--- src/rtl/tsac_pkg.sv ---
// Shared types, constants and command encodings for the touch sample averaging block.
package tsac_pkg;

   localparam int RAW_BITS    = 12;
   localparam int SPAN_BITS   = 10;
   localparam int DIV_W       = RAW_BITS + SPAN_BITS;
   localparam int DVS_W       = RAW_BITS;
   localparam int SAMPLES_DEF = 16;
   localparam int CSR_IDX_W   = 3;
   localparam int CSR_DATA_W  = 12;

   localparam logic [CSR_IDX_W-1:0] CSR_X_RAW_MIN = 3'd0;
   localparam logic [CSR_IDX_W-1:0] CSR_X_RAW_MAX = 3'd1;
   localparam logic [CSR_IDX_W-1:0] CSR_X_SPAN    = 3'd2;
   localparam logic [CSR_IDX_W-1:0] CSR_Y_RAW_MIN = 3'd3;
   localparam logic [CSR_IDX_W-1:0] CSR_Y_RAW_MAX = 3'd4;
   localparam logic [CSR_IDX_W-1:0] CSR_Y_SPAN    = 3'd5;

   localparam logic [RAW_BITS-1:0]  X_RAW_MIN_RST = 12'd0;
   localparam logic [RAW_BITS-1:0]  X_RAW_MAX_RST = 12'd4095;
   localparam logic [SPAN_BITS-1:0] X_SPAN_RST    = 10'd240;
   localparam logic [RAW_BITS-1:0]  Y_RAW_MIN_RST = 12'd0;
   localparam logic [RAW_BITS-1:0]  Y_RAW_MAX_RST = 12'd4095;
   localparam logic [SPAN_BITS-1:0] Y_SPAN_RST    = 10'd320;

   typedef struct packed {
      logic [RAW_BITS-1:0] raw_x;
      logic [RAW_BITS-1:0] raw_y;
   } req_payload_type;

   typedef struct packed {
      logic [SPAN_BITS-1:0] x_pos;
      logic [SPAN_BITS-1:0] y_pos;
   } rsp_payload_type;

   typedef enum logic [2:0] {
      ST_IDLE,
      ST_AVG,
      ST_MAP_LOAD,
      ST_MAP,
      ST_DONE
   } tsac_state_type;

   typedef struct packed {
      logic acc_en;    // a sample beat is accepted this cycle
      logic snap;      // last beat of a burst: capture the full sum
      logic scale;     // turn the captured sum into the burst average
      logic step;      // one restoring division step
      logic map_load;  // load the divider with the scaled offset and the raw range
      logic emit;      // move both lane results into the output register
   } tsac_cmd_type;

endpackage

--- src/rtl/tsac_lane.sv ---
// One axis lane: sample accumulator, restoring divider and calibration multiply.
module tsac_lane
   import tsac_pkg::*;
#(
   parameter int SAMPLES = SAMPLES_DEF
) (
   input  logic                 clock,
   input  logic                 reset,
   input  tsac_cmd_type         cmd,
   input  logic [RAW_BITS-1:0]  raw,
   input  logic [RAW_BITS-1:0]  lo,
   input  logic [RAW_BITS-1:0]  hi,
   input  logic [SPAN_BITS-1:0] span,
   output logic [SPAN_BITS-1:0] res
);

   localparam int SUM_W     = $clog2(SAMPLES * ((1 << RAW_BITS) - 1) + 1);
   localparam int AVG_LOG   = $clog2(SAMPLES);
   localparam int AVG_SHIFT = SUM_W + AVG_LOG;
   localparam int PROD_W    = 2 * SUM_W + 1;
   // Rounded-up reciprocal; exact floor division for every sum of SUM_W bits.
   localparam longint RECIP = ((longint'(1) << AVG_SHIFT) + longint'(SAMPLES) - 1)
                              / longint'(SAMPLES);
   localparam logic [SUM_W:0] RECIP_M = (SUM_W + 1)'(RECIP);

   logic [SUM_W-1:0] acc_ff, acc_in, sum_next;
   logic [DIV_W-1:0] quo_ff, quo_in;
   logic [DVS_W-1:0] rem_ff, rem_in;
   logic [DVS_W-1:0] dvs_ff, dvs_in;
   logic             zero_ff, zero_in;

   logic [DVS_W:0]      trial;
   logic                fits;
   logic [DVS_W:0]      trial_sub;
   logic [PROD_W-1:0]   avg_prod;
   logic [RAW_BITS-1:0] avg;
   logic                above_lo;
   logic [RAW_BITS-1:0] offset;
   logic [DIV_W-1:0]    prod;

   assign sum_next = acc_ff + SUM_W'(raw);
   assign acc_in   = cmd.snap ? '0 : sum_next;

   always_ff @(posedge clock) begin
      if (reset) begin
         acc_ff <= '0;
      end else if (cmd.acc_en) begin
         acc_ff <= acc_in;
      end
   end

   // Restoring division, one quotient bit per step, dividend shifted in from the top.
   assign trial     = {rem_ff, quo_ff[DIV_W-1]};
   assign fits      = trial >= {1'b0, dvs_ff};
   assign trial_sub = trial - {1'b0, dvs_ff};

   assign avg_prod = PROD_W'(quo_ff[SUM_W-1:0]) * PROD_W'(RECIP_M);

   // After the averaging pass the quotient holds the burst average.
   assign avg      = quo_ff[RAW_BITS-1:0];
   assign above_lo = avg > lo;
   assign offset   = avg - lo;
   assign prod     = DIV_W'(offset) * DIV_W'(span);

   always_comb begin
      quo_in  = quo_ff;
      rem_in  = rem_ff;
      dvs_in  = dvs_ff;
      zero_in = zero_ff;
      if (cmd.snap) begin
         quo_in = DIV_W'(sum_next);
         rem_in = '0;
      end else if (cmd.scale) begin
         quo_in = DIV_W'(avg_prod[AVG_SHIFT +: RAW_BITS]);
      end else if (cmd.map_load) begin
         quo_in  = prod;
         rem_in  = '0;
         dvs_in  = hi - lo;
         zero_in = (hi <= lo) || !above_lo || (span == '0);
      end else if (cmd.step) begin
         quo_in = {quo_ff[DIV_W-2:0], fits};
         rem_in = fits ? trial_sub[DVS_W-1:0] : trial[DVS_W-1:0];
      end
   end

   always_ff @(posedge clock) begin
      quo_ff  <= quo_in;
      rem_ff  <= rem_in;
      dvs_ff  <= dvs_in;
      zero_ff <= zero_in;
   end

   always_comb begin
      if (zero_ff) begin
         res = '0;
      end else if (quo_ff >= DIV_W'(span)) begin
         res = span;
      end else begin
         res = quo_ff[SPAN_BITS-1:0];
      end
   end

endmodule

--- src/rtl/tsac_dp.sv ---
// Datapath: calibration registers, the two axis lanes and the result output register.
module tsac_dp
   import tsac_pkg::*;
#(
   parameter int SAMPLES = SAMPLES_DEF
) (
   input  logic                  clock,
   input  logic                  reset,
   input  tsac_cmd_type          cmd,
   output logic                  out_free,
   input  req_payload_type       req_payload,
   output logic                  rsp_valid,
   input  logic                  rsp_stall,
   output rsp_payload_type       rsp_payload,
   input  logic                  csr_we,
   input  logic [CSR_IDX_W-1:0]  csr_index,
   input  logic [CSR_DATA_W-1:0] csr_wdata
);

   logic [RAW_BITS-1:0]  x_raw_min_ff, x_raw_max_ff, y_raw_min_ff, y_raw_max_ff;
   logic [SPAN_BITS-1:0] x_span_ff, y_span_ff;
   logic [SPAN_BITS-1:0] x_res, y_res;
   logic                 rsp_valid_ff, rsp_valid_in;
   rsp_payload_type      rsp_payload_ff;

   always_ff @(posedge clock) begin
      if (reset) begin
         x_raw_min_ff <= X_RAW_MIN_RST;
         x_raw_max_ff <= X_RAW_MAX_RST;
         x_span_ff    <= X_SPAN_RST;
         y_raw_min_ff <= Y_RAW_MIN_RST;
         y_raw_max_ff <= Y_RAW_MAX_RST;
         y_span_ff    <= Y_SPAN_RST;
      end else if (csr_we) begin
         unique case (csr_index)
            CSR_X_RAW_MIN: x_raw_min_ff <= csr_wdata[RAW_BITS-1:0];
            CSR_X_RAW_MAX: x_raw_max_ff <= csr_wdata[RAW_BITS-1:0];
            CSR_X_SPAN:    x_span_ff    <= csr_wdata[SPAN_BITS-1:0];
            CSR_Y_RAW_MIN: y_raw_min_ff <= csr_wdata[RAW_BITS-1:0];
            CSR_Y_RAW_MAX: y_raw_max_ff <= csr_wdata[RAW_BITS-1:0];
            CSR_Y_SPAN:    y_span_ff    <= csr_wdata[SPAN_BITS-1:0];
            default: ;
         endcase
      end
   end

   tsac_lane #(.SAMPLES(SAMPLES)) u_lane_x (
      .clock (clock),
      .reset (reset),
      .cmd   (cmd),
      .raw   (req_payload.raw_x),
      .lo    (x_raw_min_ff),
      .hi    (x_raw_max_ff),
      .span  (x_span_ff),
      .res   (x_res)
   );

   tsac_lane #(.SAMPLES(SAMPLES)) u_lane_y (
      .clock (clock),
      .reset (reset),
      .cmd   (cmd),
      .raw   (req_payload.raw_y),
      .lo    (y_raw_min_ff),
      .hi    (y_raw_max_ff),
      .span  (y_span_ff),
      .res   (y_res)
   );

   assign out_free = !rsp_valid_ff || !rsp_stall;

   always_comb begin
      rsp_valid_in = rsp_valid_ff;
      if (cmd.emit) begin
         rsp_valid_in = 1'b1;
      end else if (!rsp_stall) begin
         rsp_valid_in = 1'b0;
      end
   end

   always_ff @(posedge clock) begin
      if (reset) begin
         rsp_valid_ff <= 1'b0;
      end else begin
         rsp_valid_ff <= rsp_valid_in;
      end
   end

   always_ff @(posedge clock) begin
      if (cmd.emit) begin
         rsp_payload_ff.x_pos <= x_res;
         rsp_payload_ff.y_pos <= y_res;
      end
   end

   assign rsp_valid   = rsp_valid_ff;
   assign rsp_payload = rsp_payload_ff;

endmodule

--- src/rtl/tsac_ctrl.sv ---
// Controller: burst counter, input stall and the averaging and division sequencer.
module tsac_ctrl
   import tsac_pkg::*;
#(
   parameter int SAMPLES = SAMPLES_DEF
) (
   input  logic         clock,
   input  logic         reset,
   input  logic         req_valid,
   output logic         req_stall,
   input  logic         out_free,
   output tsac_cmd_type cmd
);

   localparam int CNT_W  = $clog2(SAMPLES);
   localparam int STEP_W = $clog2(DIV_W);

   tsac_state_type    state_ff, state_in;
   logic [CNT_W-1:0]  cnt_ff, cnt_in;
   logic [STEP_W-1:0] step_ff, step_in;
   logic              last, accept, step_done;

   assign last      = cnt_ff == CNT_W'(SAMPLES - 1);
   // The final beat of a burst waits until the controller is back in ST_IDLE.
   assign req_stall = last && (state_ff != ST_IDLE);
   assign accept    = req_valid && !req_stall;
   assign step_done = step_ff == STEP_W'(DIV_W - 1);

   always_comb begin
      cnt_in = cnt_ff;
      if (accept) begin
         cnt_in = last ? '0 : cnt_ff + 1'b1;
      end
   end

   always_ff @(posedge clock) begin
      if (reset) begin
         state_ff <= ST_IDLE;
         cnt_ff   <= '0;
         step_ff  <= '0;
      end else begin
         state_ff <= state_in;
         cnt_ff   <= cnt_in;
         step_ff  <= step_in;
      end
   end

   always_comb begin
      state_in     = state_ff;
      step_in      = step_ff;
      cmd          = '0;
      cmd.acc_en   = accept;
      cmd.snap     = accept && last;
      unique case (state_ff)
         ST_IDLE: begin
            if (accept && last) begin
               state_in = ST_AVG;
               step_in  = '0;
            end
         end
         ST_AVG: begin
            cmd.scale = 1'b1;
            state_in  = ST_MAP_LOAD;
         end
         ST_MAP_LOAD: begin
            cmd.map_load = 1'b1;
            state_in     = ST_MAP;
         end
         ST_MAP: begin
            cmd.step = 1'b1;
            if (step_done) begin
               step_in  = '0;
               state_in = ST_DONE;
            end else begin
               step_in = step_ff + 1'b1;
            end
         end
         ST_DONE: begin
            if (out_free) begin
               cmd.emit = 1'b1;
               state_in = ST_IDLE;
            end
         end
         default: begin
            state_in = ST_IDLE;
         end
      endcase
   end

endmodule

--- src/rtl/touch_sample_average_calibrate.sv ---
// Top level of the touch sample averaging and linear calibration block.
//
// Raw x/y converter pairs arrive on the req channel, one pair per beat. The
// block sums SAMPLES pairs, divides each sum by SAMPLES, then maps each
// average onto its screen span as (avg - raw_min) * span / (raw_max - raw_min),
// clamped to 0..span, and delivers one (x_pos, y_pos) beat on the rsp channel.
// Calibration registers are to be written through the csr port only while the
// block is idle; the user must keep to this, the block does not enforce it.
// When the last pair of a burst is taken, both axes run in parallel: the sum
// is captured, the average is formed by a reciprocal multiply, the scaled
// offset is formed and loaded, the restoring divider runs the mapping, one
// quotient bit per cycle, and the result goes into the output register once
// that is free. Samples of the next burst keep being taken meanwhile; only its
// final pair is stalled until the output register has taken the result.
// A stalled result stays in the output register; the next result waits
// behind it. Reset clears the sums, the burst count and the output valid,
// and loads the default calibration.
module touch_sample_average_calibrate
   import tsac_pkg::*;
#(
   parameter int SAMPLES = SAMPLES_DEF
) (
   input  logic                  clock,
   input  logic                  reset,
   input  logic                  req_valid,
   output logic                  req_stall,
   input  req_payload_type       req_payload,
   output logic                  rsp_valid,
   input  logic                  rsp_stall,
   output rsp_payload_type       rsp_payload,
   input  logic                  csr_we,
   input  logic [CSR_IDX_W-1:0]  csr_index,
   input  logic [CSR_DATA_W-1:0] csr_wdata
);

   tsac_cmd_type cmd;
   logic         out_free;

   tsac_ctrl #(.SAMPLES(SAMPLES)) u_ctrl (
      .clock     (clock),
      .reset     (reset),
      .req_valid (req_valid),
      .req_stall (req_stall),
      .out_free  (out_free),
      .cmd       (cmd)
   );

   tsac_dp #(.SAMPLES(SAMPLES)) u_dp (
      .clock       (clock),
      .reset       (reset),
      .cmd         (cmd),
      .out_free    (out_free),
      .req_payload (req_payload),
      .rsp_valid   (rsp_valid),
      .rsp_stall   (rsp_stall),
      .rsp_payload (rsp_payload),
      .csr_we      (csr_we),
      .csr_index   (csr_index),
      .csr_wdata   (csr_wdata)
   );

endmodule

--- config.mk ---
export PLATFORM = sky130hd
export DESIGN_NAME = touch_sample_average_calibrate
export DESIGN_NICKNAME = d
export VERILOG_FILES = /design/src/rtl/tsac_pkg.sv /design/src/rtl/tsac_lane.sv /design/src/rtl/tsac_dp.sv /design/src/rtl/tsac_ctrl.sv /design/src/rtl/touch_sample_average_calibrate.sv
export SDC_FILE = /design/constraint.sdc
export NUM_CORES = 1
export LEC_CHECK = 0
export ABC_AREA = 1
export BUFFER_PORTS_ARGS = -buffer_cell sky130_fd_sc_hd__buf_2
export CAP_MARGIN = 20
export CORE_MARGIN = 2
export CORE_UTILIZATION = 50
export CTS_CLUSTER_SIZE = 14
export DETAILED_ROUTE_END_ITERATION = 8
export GPL_TIMING_DRIVEN = 0
export MAX_ROUTING_LAYER = met4
export PLACE_DENSITY = 0.73
export SYNTH_ARGS = -nofsm -noshare
export SYNTH_HDL_FRONTEND = slang
export SYNTH_HIERARCHICAL = 1
export SYNTH_SLANG_ARGS = --single-unit
--- constraint.sdc ---
create_clock -name clock -period 5.8 [get_ports clock]
set_clock_uncertainty 0.05 [all_clocks]
set_input_delay 0.29 -clock clock [delete_from_list [all_inputs] [get_ports clock]]
set_output_delay 0.29 -clock clock [all_outputs]
set_load 0.1 [all_outputs]
### Yosys cells after proc, flatten, opt, wreduce, memory -nomap -nowiden

Cells that the tools add are included.

* add/subtract/negate cells: 10
* reduce and logical (&&, ||, !) cells: 32
* $lt $le $gt $ge: 8
* mux-type cells: 33
* multipliers: 2
* eq/ne operators: 15
* bitwise operators: 2

Operators with widths (number)
* 16-bit 2-to-1 mux: 6
* 22-bit 2-to-1 mux: 4
* 12-bit 2-to-1 mux: 6
* 12-bit subtractor: 6
* 22-bit by 10-bit >= comparator with 1-bit output: 2
* 12-bit by 10-bit multiplier with 22-bit output: 2
* 16-bit by 12-bit adder with 16-bit output: 2
* 13-bit by 12-bit >= comparator with 1-bit output: 2
* 12-bit > comparator: 2
* 12-bit <= comparator: 2
* 10-bit logical NOT: 2
* 10-bit 2-to-1 mux: 2
* 2-bit AND reduction: 8
* 3-bit one-hot mux with 5 select lines: 1
* 3-bit by 2-bit == test with 1-bit output, second input constant: 4
* 5-bit 2-to-1 mux: 2
* 5-bit one-hot mux with 2 select lines: 1
* 3-bit == test, second input constant: 3
* 3-bit 2-to-1 mux: 3
* 1-bit 2-to-1 mux: 7
* 3-bit by 1-bit == test with 1-bit output, second input constant: 2
* 3-bit logical NOT: 2
* 2-bit by 1-bit inequality test with 1-bit output, second input constant: 3
* 3-bit AND reduction: 2
* other kinds (14): 26

* register bits after elaboration: 227
* output and inout bits: 22
* logic and storage cells: 126
* bits of input ports: 44

### Depth between registers and ports, before layout

Gate-level depths: netlist of run 1.

* word-level depth: 7
* mapped depth: 31
* depth with buffers taken out: 31

### Modules after synthesis

Netlist of run 1, hierarchy kept.

Modules (own cells, without submodules)
* tsac_lane (u_dp.u_lane_x): area an instance 9925.8 µm², cells an instance 1443, times used 1
* tsac_lane (u_dp.u_lane_y): area an instance 9913.3 µm², cells an instance 1446, times used 1
* tsac_dp: area an instance 3245.6 µm², cells an instance 391, times used 1
* tsac_ctrl: area an instance 734.5 µm², cells an instance 107, times used 1

### Worst setup path before layout of run 1

No wires, ideal clock.

* path type: register to register
* from: register u_dp.u_lane_x.quo_ff[0]
* to: register u_dp.u_lane_x.quo_ff[15], data pin
* stages on the path, launching flop included: 25
* library setup time: 0.258 ns
* path buffers: 0
* period minus slack after synthesis: 5.824 ns
* data required time: 5.492 ns
* arrival time: 5.516 ns
* setup slack: -0.024 ns
* cell sequence: edfxtp_1 > inv_1 > ha_1 > fa_1 > o21ai_2 > a31oi_1 > xor2_2 > nand2_1 > fa_1 > inv_1 > fa_1 > fa_1 > fa_1 > inv_1 > fa_1 > inv_1 > ha_1 > nand2_1 > inv_1 > a21oi_1 > nand3_1 > nand2_1 > a21oi_1 > o21ai_0 > nand2_1

* cells in the longest elaborated chain, start to end: 5

Ends and longest elaborated chain
* from (decl): RTL line tsac_lane.sv:27 `logic [DIV_W-1:0] quo_ff, quo_in;`
* from (signal assigned): RTL line tsac_lane.sv:87 `quo_ff <= quo_in;`
* 12-bit subtractor: RTL line tsac_lane.sv:62 `assign offset = avg - lo;`
* 12-bit by 10-bit multiplier with 22-bit output: RTL line tsac_lane.sv:63 `assign prod = DIV_W'(offset) * DIV_W'(span);`
* 22-bit 2-to-1 mux: RTL line tsac_lane.sv:75 `end else if (cmd.map_load) begin`
* 16-bit 2-to-1 mux: RTL line tsac_lane.sv:73 `end else if (cmd.scale) begin`
* 16-bit 2-to-1 mux: RTL line tsac_lane.sv:70 `if (cmd.snap) begin`
* named net u_dp.u_lane_x.quo_in[15]: RTL line tsac_lane.sv:27

The timed path passes the listed nets, and every way through them passes these cells.
A chain may end at the register's enable or synchronous reset.

### Worst setup path after layout of run 1

* from: register u_dp.u_lane_y.quo_ff[0]
* to: register u_dp.u_lane_y.quo_ff[12], data pin

* cells in the longest elaborated chain, start to end: 5

Ends and longest elaborated chain (RTL line)
* from (decl): tsac_lane.sv:27
* from (signal assigned): tsac_lane.sv:87
* 12-bit subtractor: tsac_lane.sv:62
* 12-bit by 10-bit multiplier with 22-bit output: tsac_lane.sv:63
* 22-bit 2-to-1 mux: tsac_lane.sv:75
* 16-bit 2-to-1 mux: tsac_lane.sv:73
* 16-bit 2-to-1 mux: tsac_lane.sv:70
* named net u_dp.u_lane_y.quo_in[12]: tsac_lane.sv:27

The timed path passes the listed nets, and every way through them passes these cells.

==> impl_metrics.csv, run 1 <==
group,metric,value,unit
route,vias_per_cell,5.438,
synth,synth_common_cells,"nand2_1, inv_1, nor2_1, nand3_1, ha_1",
global_route,grt_pass1_vias,21800,
critical_path,rrSetupSlack,-0.31,ns
synth,synthMuxAreaShare,0,%
floorplan,die_h,222.3,microns
synth,synth_compound_area_share,7.664,%
synth,yosys_warnings,6,
critical_path,r2r_cells,25,
cts,root_buffer,"clkbuf_16",
timing,fin_crit,6.106,ns
worst_hold_path,hold_start,"req_payload[12]",
synth,yosys-top-cells-area,"fa_1, nand2_1, dfxtp_1",
route,drc,0,
cts,cts_buffer_depth,3,
critical_path,path_class,"reg2reg",
global_route,gr-total-overflow,0,
synth,yosysSeqAreaShare,22.36,%
cts,h-tree-depth,1,
critical_path,crit_top_cell,"fa_1",
cts,cts.clk_slew.worst_paths,0.07,ns
critical_path,crit_required,6.09,ns
synth,synth-seq-cells,227,
timing,tightestPinTransition,0.7158,ns
timing,setup_viol,28,
critical_path,crit_path_start,"u_dp/u_lane_y/quo_ff[0]",
cells_and_area,syn_to_final_growth,19.67,%
critical_path,r2r_end,"u_dp/u_lane_y/quo_ff[12]",
cells_and_area,drive_gt1_share,16.29,%
global_route,grt_max_degree,19,
critical_path,path_max_fanout,4,
synth,synth_fa_ha_area_share,26.02,%
timing,slew_headroom,52.28,%
global_route,track_usage,29.02,%
flow_run,maxCapViolCount,0,
critical_path,end_kind,"register",
placed_design,portBuffers,65,
global_route,antenna_found_initial,1,
floorplan,start_util,50.95,%
route,vias,23080,
synth,synth_edf_count,78,
timing,finalHoldViolCount,0,
synth,synth_top_family_by_area,"simple AND/OR/NAND/NOR gates",
route,wl_per_cell,16.71,microns
synth,syn-num-nets,3828,
timing,drv_slew,0,
timing,grt_setup_unrepaired,"yes",
synth,syn_area_per_cell,7.033,sq um
outcome,status,"finished, violations left",
synth,ys.flop_type,"dfxtp_1",
floorplan,die_area,49400,sq um
synth,synth_xor_area_share,3.125,%
critical_path,arrival,6.40,ns
synth,yosys.area.top_type,"fa_1",
outcome,violations,"setup timing",
cts,cts_tree,"yes",
timing,finalCritPeriodShare,105.3,%
timing,setup_ws,-0.3064,ns
synth,syn_inst,3387,
worst_hold_path,min_to,"u_dp/u_lane_x/acc_ff[0]",
critical_path,slowest_delay,0.59,ns
critical_path,cp_num_buf_inv,5,
cts,cts_sinks,227,
worst_hold_path,hold_depth,4,
route,antenna_left,0,
synth,synth_top_area_share,13.78,%
floorplan,pin_count,66,
synth,synth_cell_types,58,
synth,async_flop_share,0,%
route,first_iter_violations,1889,
route,drt-total-wl,70910,microns
cells_and_area,final_net_count,4053,
cells_and_area,regArea,5328,sq um
timing,setup_tns,-5.236,ns
synth,synth_area,23820,sq um
cells_and_area,finish.utilization,60.97,%
route,first_pass_iters,6,
floorplan,coreArea,46750,sq um
critical_path,crit_family,"adder cells",
placed_design,place.gp.congestion,0.9664,
worst_hold_path,hold_path.class,"in2reg",
cells_and_area,fill_cells,4107,
cts,cts_buffers,29,
timing,fmax,163.8,MHz
cells_and_area,multi_input_area,17640,sq um
placed_design,hpwl,52290,microns
global_route,grt_pass1_wl,113300,microns
cts,clk_latency,0.59,ns
critical_path,cp_slowest_cell,"fa_1",
synth,synth.most_common_cell,"nand2_1",
floorplan,die_width,222.3,microns
synth,synth_simple_gate_area_share,30.80,%
floorplan,fp-row-count,79,
critical_path,startpoint_type,"register",
critical_path,r2r_start,"u_dp/u_lane_y/quo_ff[0]",
-- worst max path at each step --
stage,endpoint,slack (ns),cells after the start
after floorplan,u_dp/u_lane_x/quo_ff[15],0.05,24
after global placement,u_dp/u_lane_x/quo_ff[13],-0.74,25
after detailed placement,u_dp/u_lane_x/quo_ff[13],-0.77,24
after CTS,u_dp/u_lane_x/quo_ff[13],-0.16,27
after global routing,u_dp/u_lane_y/quo_ff[12],-0.52,27
final,u_dp/u_lane_y/quo_ff[12],-0.31,25
-- worst reg2reg max path: cells and delay by family, from the launching register on --
kind	cells	cell delay [ns]
buffers and inverters	5	0.53
AO/OA/AOI/OAI	3	0.50
AND/OR/NAND/NOR	8	0.81
XOR/XNOR	1	0.19
adder cells (fa/ha/maj)	8	3.42
flip-flops	1	0.38
-- placed cells by master, fill, tap and decap left out, types with 30 or more instances in the layout --
master / instances
a21oi_1: 167
buf_2: 91
buf_4: 102
clkbuf_1: 42
clkbuf_16: 31
dfxtp_1: 147
edfxtp_1: 78
fa_1: 157
ha_1: 191
ha_4: 40
inv_1: 485
inv_2: 45
nand2_1: 791
nand2_2: 59
nand3_1: 246
nand4_1: 56
nor2_1: 435
nor2_2: 30
o21ai_0: 59
-- cell type report --
cell class	count	area share (%)
clock buffer	41	3.064
buffer	79	1.286
clock inverter	13	0.4126
inverter	538	7.094
tap	607	2.664
timing repair buffer	194	4.899
antenna	1	0.008779
sequential	227	18.69
multi-input combinational	2543	61.88
-- kinds of logic (layout without fill, tap and decap cells) --
group / Yosys count / after routing
compound gates: 328 / 328
simple gates: 1745 / 1745
other cells: 0 / 1
flops: 227 / 227
xor+xnor: 73 / 73
buf+inv: 617 / 865
fa+ha+maj: 397 / 397
-- timing repair --
action,4_1_cts,5_1_grt
pin swaps,119,120
endpoints found under the hold margin,33,0
setup endpoints to repair,29,30
resized for setup,211,139
setup buffers,72,35
hold buffers,17,0
-- stage by stage --
step           instances  cell area, sq um  setup slack [ns]  hold slack, ns
2_1_floorplan       3387             23830           0.04877          0.3024
3_3_place_gp        4059             24920           -0.7402          0.4055
3_5_place_dp        4063             24960           -0.7679          0.4110
4_1_cts             4206             27700           -0.1558         0.05897
5_1_grt             4243             28500           -0.5216          0.1101
6_report            4243             28500           -0.3064         0.08312
-- per-layer routing --
| metal | GRT usage (%) | wire length (microns) |
|---|---|---|
| met2 | 43.59 | 30520 |
| met4 | 5.820 | 1760 |
| met3 | 4.642 | 6812 |
| met5 | - | 0 |
| met1 | 41.36 | 31820 |
-- registers in the layout, indices dropped and copies added (netlist names) --
name                   cells
u_dp/y_raw_min_ff         12
u_dp/y_raw_max_ff         12
u_dp/u_lane_x/dvs_ff      12
u_dp/x_raw_min_ff         12
u_dp/y_span_ff            10
u_dp/x_raw_max_ff         12
u_dp/u_lane_y/acc_ff      16
u_dp/u_lane_x/acc_ff      16
u_dp/u_lane_x/rem_ff      12
u_dp/u_lane_y/rem_ff      12
u_ctrl/step_ff             5
u_dp/u_lane_y/dvs_ff      12
u_ctrl/state_ff            3
u_dp/u_lane_x/zero_ff      1
u_dp/u_lane_y/zero_ff      1
u_dp/u_lane_y/quo_ff      22
u_dp/rsp_payload          20
u_ctrl/cnt_ff              4
u_dp/u_lane_x/quo_ff      22
u_dp/x_span_ff            10
u_dp/rsp_valid             1
Power of run 1 is left out: the tool's default activity adds up to more than one toggle a clock period on the data nets, which glitch-free logic cannot reach.
==> inputs of run 2 (changes only) <==
Settings changed: BUFFER_PORTS_ARGS -buffer_cell sky130_fd_sc_hd__buf_2 to -buffer_cell sky130_fd_sc_hd__buf_4, HOLD_SLACK_MARGIN from default to 0.02.
Clock period 5.8 ns to 4.9 ns, I/O delays scaled along.
==> run 2 against run 1 <==
Compared with the run above: via count unchanged; the run still ends with setup timing left; maximum frequency increased by 1.1%; sequential share of layout area decreased by 0.23 points; global-route usage decreased by 0.093 points; core utilization increased by 0.77 points; highest routed layer unchanged.
==> impl_metrics.csv, run 2 (same netlist as run 1, synthesis figures left out) <==
group,metric,value,unit
timing,finalHoldViolCount,0,
worst_hold_path,hold_path.class,"in2reg",
critical_path,path_max_fanout,5,
cells_and_area,syn_to_final_growth,21.19,%
placed_design,hpwl,53230,microns
critical_path,slowest_delay,0.61,ns
placed_design,place.gp.congestion,0.9554,
cells_and_area,final_net_count,4044,
timing,holdWs,0.05972,ns
placed_design,portBuffers,65,
timing,tightestPinTransition,1.018,ns
cells_and_area,finish.utilization,61.74,%
timing,fin_crit,6.042,ns
global_route,antenna_found_initial,2,
floorplan,coreArea,46750,sq um
floorplan,pin_count,66,
critical_path,arrival,6.30,ns
cells_and_area,layout_common_cells,"nand2_1, inv_1, nor2_1",
timing,finalCritPeriodShare,123.3,%
critical_path,startpoint_type,"register",
cells_and_area,stdcell_count,4234,
route,drt-total-wl,71170,microns
global_route,grt_pass1_vias,21930,
cts,cts_sinks,227,
placed_design,pre_cts_slack,-1.381,ns
route,vias,23080,
critical_path,cp_slowest_cell,"fa_1",
route,antenna_left,0,
floorplan,die_h,222.3,microns
floorplan,start_util,50.95,%
cts,clk_latency,0.56,ns
cells_and_area,layout_commonest_cell,"nand2_1",
route,first_pass_iters,6,
route,drc,0,
placed_design,placedCellCount,4063,
timing,slew_headroom,31.90,%
cts,cts_buffers,28,
global_route,track_usage,28.92,%
floorplan,fp-row-count,79,
timing,fmax,165.5,MHz
flow_run,maxCapViolCount,0,
global_route,grt_pass1_wl,112000,microns
timing,grt_setup_unrepaired,"yes",
global_route,gr-total-overflow,0,
timing,setup_viol,34,
outcome,violations,"setup timing",
timing,drv_slew,0,
timing,setup_ws,-1.142,ns
critical_path,end_kind,"register",
route,vias_per_cell,5.450,
global_route,grt_max_degree,19,
cts,h-tree-depth,1,
cts,cts_buffer_depth,3,
route,wl_per_cell,16.81,microns
critical_path,path_class,"reg2reg",
cts,cts_tree,"yes",
critical_path,crit_required,5.15,ns
outcome,status,"finished, violations left",
floorplan,die_width,222.3,microns
floorplan,die_area,49400,sq um
cts,cts.clk_slew.worst_paths,0.06,ns
cells_and_area,drive_gt1_share,17.46,%
cts,root_buffer,"clkbuf_16",
route,first_iter_violations,2047,
-- run 2: cell count changes in the layout (fill, tap and decap cells not counted), sizes merged --
cell	before	now
buf	218	211
dlygate4sd3	17	16
clkinv	13	14
diode	1	2
inv	536	533
-- run 2: area by class of cell --
class,instances,area [sq um]
antenna,2,5.005
multi-input combinational,2543,17900
inverter,538,2034
sequential,227,5329
buffer,79,366.6
clock inverter,11,100.1
tap,607,759.5
fill,4065,17890
clock buffer,41,863.3
timing repair buffer,186,1509
-- run 2: final timing paths --
| path | startpoint | endpoint | slack [ns] | cells past startpoint |
|---|---|---|---|---|
| worst max register to register | u_dp/x_raw_min_ff[1] | u_dp/u_lane_x/quo_ff[13] | -1.14 | 26 |
| worst min register to register | u_dp/u_lane_y/quo_ff[17] | u_dp/u_lane_y/quo_ff[17] | 0.41 | 2 |
| worst min-delay path | csr_index[0] | u_dp/x_span_ff[1] | 0.06 | 5 |
| worst max-delay path | u_dp/x_raw_min_ff[1] | u_dp/u_lane_x/quo_ff[13] | -1.14 | 26 |
-- run 2: through the flow --
step,setup TNS (ns),instance area (sq um)
floorplan,-14.11,24280
finish,-31.33,28870
global placement,-42.50,25530
global route,-37.63,28870
detailed placement,-36.81,25570
CTS,-27.39,28100
-- run 2: metal layers --
metal | up-vias | part of all wire, % | global-route usage (%)
met4 | 0 | 2.7 | 6.888
met1 | 10750 | 44 | 39.96
met3 | 146 | 10 | 6.784
met2 | 968 | 43 | 42.85
met5 | - | 0 | -
li1 | 11220 | - | -
-- run 2: what timing repair did --
item / in CTS / in global routing
hold buffers: 16 / 0
hold endpoints to repair: 38 / 0
endpoints found under the setup margin: 34 / 34
setup buffers: 76 / 29
resized for setup: 180 / 147
pin swaps: 112 / 124
-- run 2: critical path, delay by kind of cell, from the launching register on --
| family | cells | cell delay, ns |
|---|---|---|
| compound gates | 4 | 0.60 |
| xor+xnor | 2 | 0.45 |
| fa+ha+maj | 7 | 3.19 |
| buf+inv | 5 | 0.27 |
| flops | 1 | 0.43 |
| simple gates | 8 | 0.77 |
Power of run 2 is left out for the same reason.
==> inputs of run 3 (changes only) <==
Settings changed: PLACE_DENSITY 0.73 to 0.7.
Clock period 4.9 ns to 6.1 ns, I/O delays scaled along.
==> run 3 against run 2 <==
Compared with the run above: the flow still finishes with violations (setup timing); count of clock-buffer cells in the layout is 7 lower; core utilization is 1.2 points lower; global-route usage is 0.44 points lower; maximum frequency is 2.8% lower; sequential share of layout area is 0.37 points higher; first-iteration DRC count is 11% lower; design area is 2.0% lower; cell count is 0.43% lower; critical path depth is 2 lower; critical path type unchanged; critical endpoint is now u_dp/u_lane_x/quo_ff[15]; largest cell class unchanged; highest routed layer unchanged.
==> impl_metrics.csv, run 3 (same netlist as run 1, synthesis figures left out) <==
group,metric,value,unit
critical_path,path_class,"reg2reg",
outcome,status,"finished, violations left",
cells_and_area,stdcell_count,4216,
route,antenna_left,0,
critical_path,arrival,6.49,ns
critical_path,crit_required,6.37,ns
timing,fmax,160.9,MHz
placed_design,placedCellCount,4063,
route,drt-total-wl,70640,microns
cts,clk_latency,0.59,ns
critical_path,cp_num_buf_inv,5,
floorplan,die_width,222.3,microns
route,drc,0,
timing,tightestPinTransition,1.038,ns
floorplan,pin_count,66,
critical_path,startpoint_type,"register",
cts,h-tree-depth,1,
outcome,violations,"setup timing",
timing,slew_headroom,30.56,%
placed_design,placed_area,25100,sq um
route,first_iter_violations,1828,
global_route,grt_pass1_wl,110500,microns
route,vias,22930,
worst_hold_path,hold_path.class,"in2reg",
critical_path,end_kind,"register",
cts,cts_buffers,28,
cts,cts_sinks,227,
cells_and_area,syn_to_final_growth,18.75,%
critical_path,cp_cell_sequence,"inv_1 > fa_2 > o21ai_4 > nand2_2 > nand2_4 > xor2_4 > nand2_2 > fa_1 > inv_2 > fa_1 > fa_2 > fa_2 > inv_2 > fa_1 > inv_2 > ha_4 > nand2_4 > inv_1 > a21oi_2 > nand3_2 > nand2_2 > a21oi_1 > o21ai_2 > nand2_1",
critical_path,slowest_delay,0.57,ns
timing,setup_viol,8,
cts,cts_buffer_depth,3,
floorplan,start_util,50.95,%
flow_run,maxCapViolCount,0,
critical_path,path_max_fanout,5,
global_route,grt_pass1_vias,21360,
cells_and_area,drive_gt1_share,15.33,%
timing,finalCritPeriodShare,101.9,%
route,first_pass_iters,6,
critical_path,crit_family,"adder cells",
cells_and_area,final_net_count,4027,
timing,grt_setup_unrepaired,"yes",
floorplan,die_h,222.3,microns
cells_and_area,layout_commonest_cell,"nand2_1",
cts,cts_tree,"yes",
cells_and_area,layout_common_cells,"nand2_1, inv_1, nor2_1",
critical_path,cp_slowest_cell,"fa_1",
route,wl_per_cell,16.75,microns
global_route,grt_max_degree,19,
timing,finalHoldViolCount,0,
timing,setup_ws,-0.1168,ns
cts,root_buffer,"clkbuf_16",
placed_design,portBuffers,65,
floorplan,die_area,49400,sq um
cts,cts.clk_slew.worst_paths,0.06,ns
placed_design,place.gp.congestion,0.9512,
cells_and_area,final_area,28280,sq um
global_route,gr-total-overflow,0,
placed_design,hpwl,53170,microns
global_route,track_usage,28.49,%
global_route,antenna_found_initial,1,
timing,drv_slew,0,
floorplan,fp-row-count,79,
floorplan,coreArea,46750,sq um
route,vias_per_cell,5.440,
timing,fin_crit,6.217,ns
-- run 3: cell count changes in the layout (fill, tap and decap cells not counted), sizes merged --
cell	delta
buf	-16
bufinv	+3
clkbuf	-7
clkinv	+3
clkinvlp	+1
diode	-1
dlygate4sd3	-1
-- run 3: layer usage --
metal | up-vias | part of all wire [%] | GRT usage, % | wire length [microns]
met3 | 116 | 9.4 | 6.744 | 6628
li1 | 11170 | - | - | -
met5 | - | 0 | - | 0
met4 | 0 | 1.8 | 5.754 | 1237
met1 | 10750 | 46 | 40.04 | 32280
met2 | 900 | 43 | 41.79 | 30500
-- run 3: layout make-up --
cell class                 instances  area (sq um)
antenna                            1         2.502
buffer                            79         366.6
clock buffer                      34         723.2
clock inverter                    18         216.5
fill                            4270         18470
inverter                         538          2027
multi-input combinational       2543         17510
sequential                       227          5328
tap                              607         759.5
timing repair buffer             169          1351
-- run 3: worst paths after layout --
check                                               from                  endpoint  slack [ns]  cells after the start
worst max-delay path             u_dp/u_lane_x/quo_ff[1]  u_dp/u_lane_x/quo_ff[15]       -0.12                     24
worst min-delay path                        csr_index[2]      u_dp/x_raw_max_ff[5]        0.07                      5
worst max register to register   u_dp/u_lane_x/quo_ff[1]  u_dp/u_lane_x/quo_ff[15]       -0.12                     24
worst min register to register  u_dp/u_lane_x/quo_ff[19]  u_dp/u_lane_x/quo_ff[19]        0.42                      2
-- run 3: worst min-delay path: stages --
cell	delay [ns]
buf_4	0.11
nor2_2	0.07
nand2_2	0.08
nand2_1	0.05
nand3_1	0.07
-- run 3: per-stage QoR --
step / utilization [%] / setup TNS (ns) / setup slack, ns / hold slack (ns)
floorplan: - / 0 / 0.2760 / 0.3174
global placement: 53.61 / -7.669 / -0.5538 / 0.4066
detailed placement: 53.69 / -8.047 / -0.6028 / 0.4120
CTS: 57.61 / 0 / 0.0005089 / 0.04179
global route: 60.50 / -3.726 / -0.2680 / 0.09186
finish: 60.50 / -0.2565 / -0.1168 / 0.06985
-- run 3: timing repair --
action | 4_1_cts | 5_1_grt
pin swaps | 24 | 141
endpoints found under the setup margin | 28 | 29
buffers inserted | 43 | 42
cloned | 0 | 0
endpoints found under the hold margin | 38 | 0
hold buffers | 15 | 0
gates resized for setup | 76 | 262
Power of run 3 is left out for the same reason.
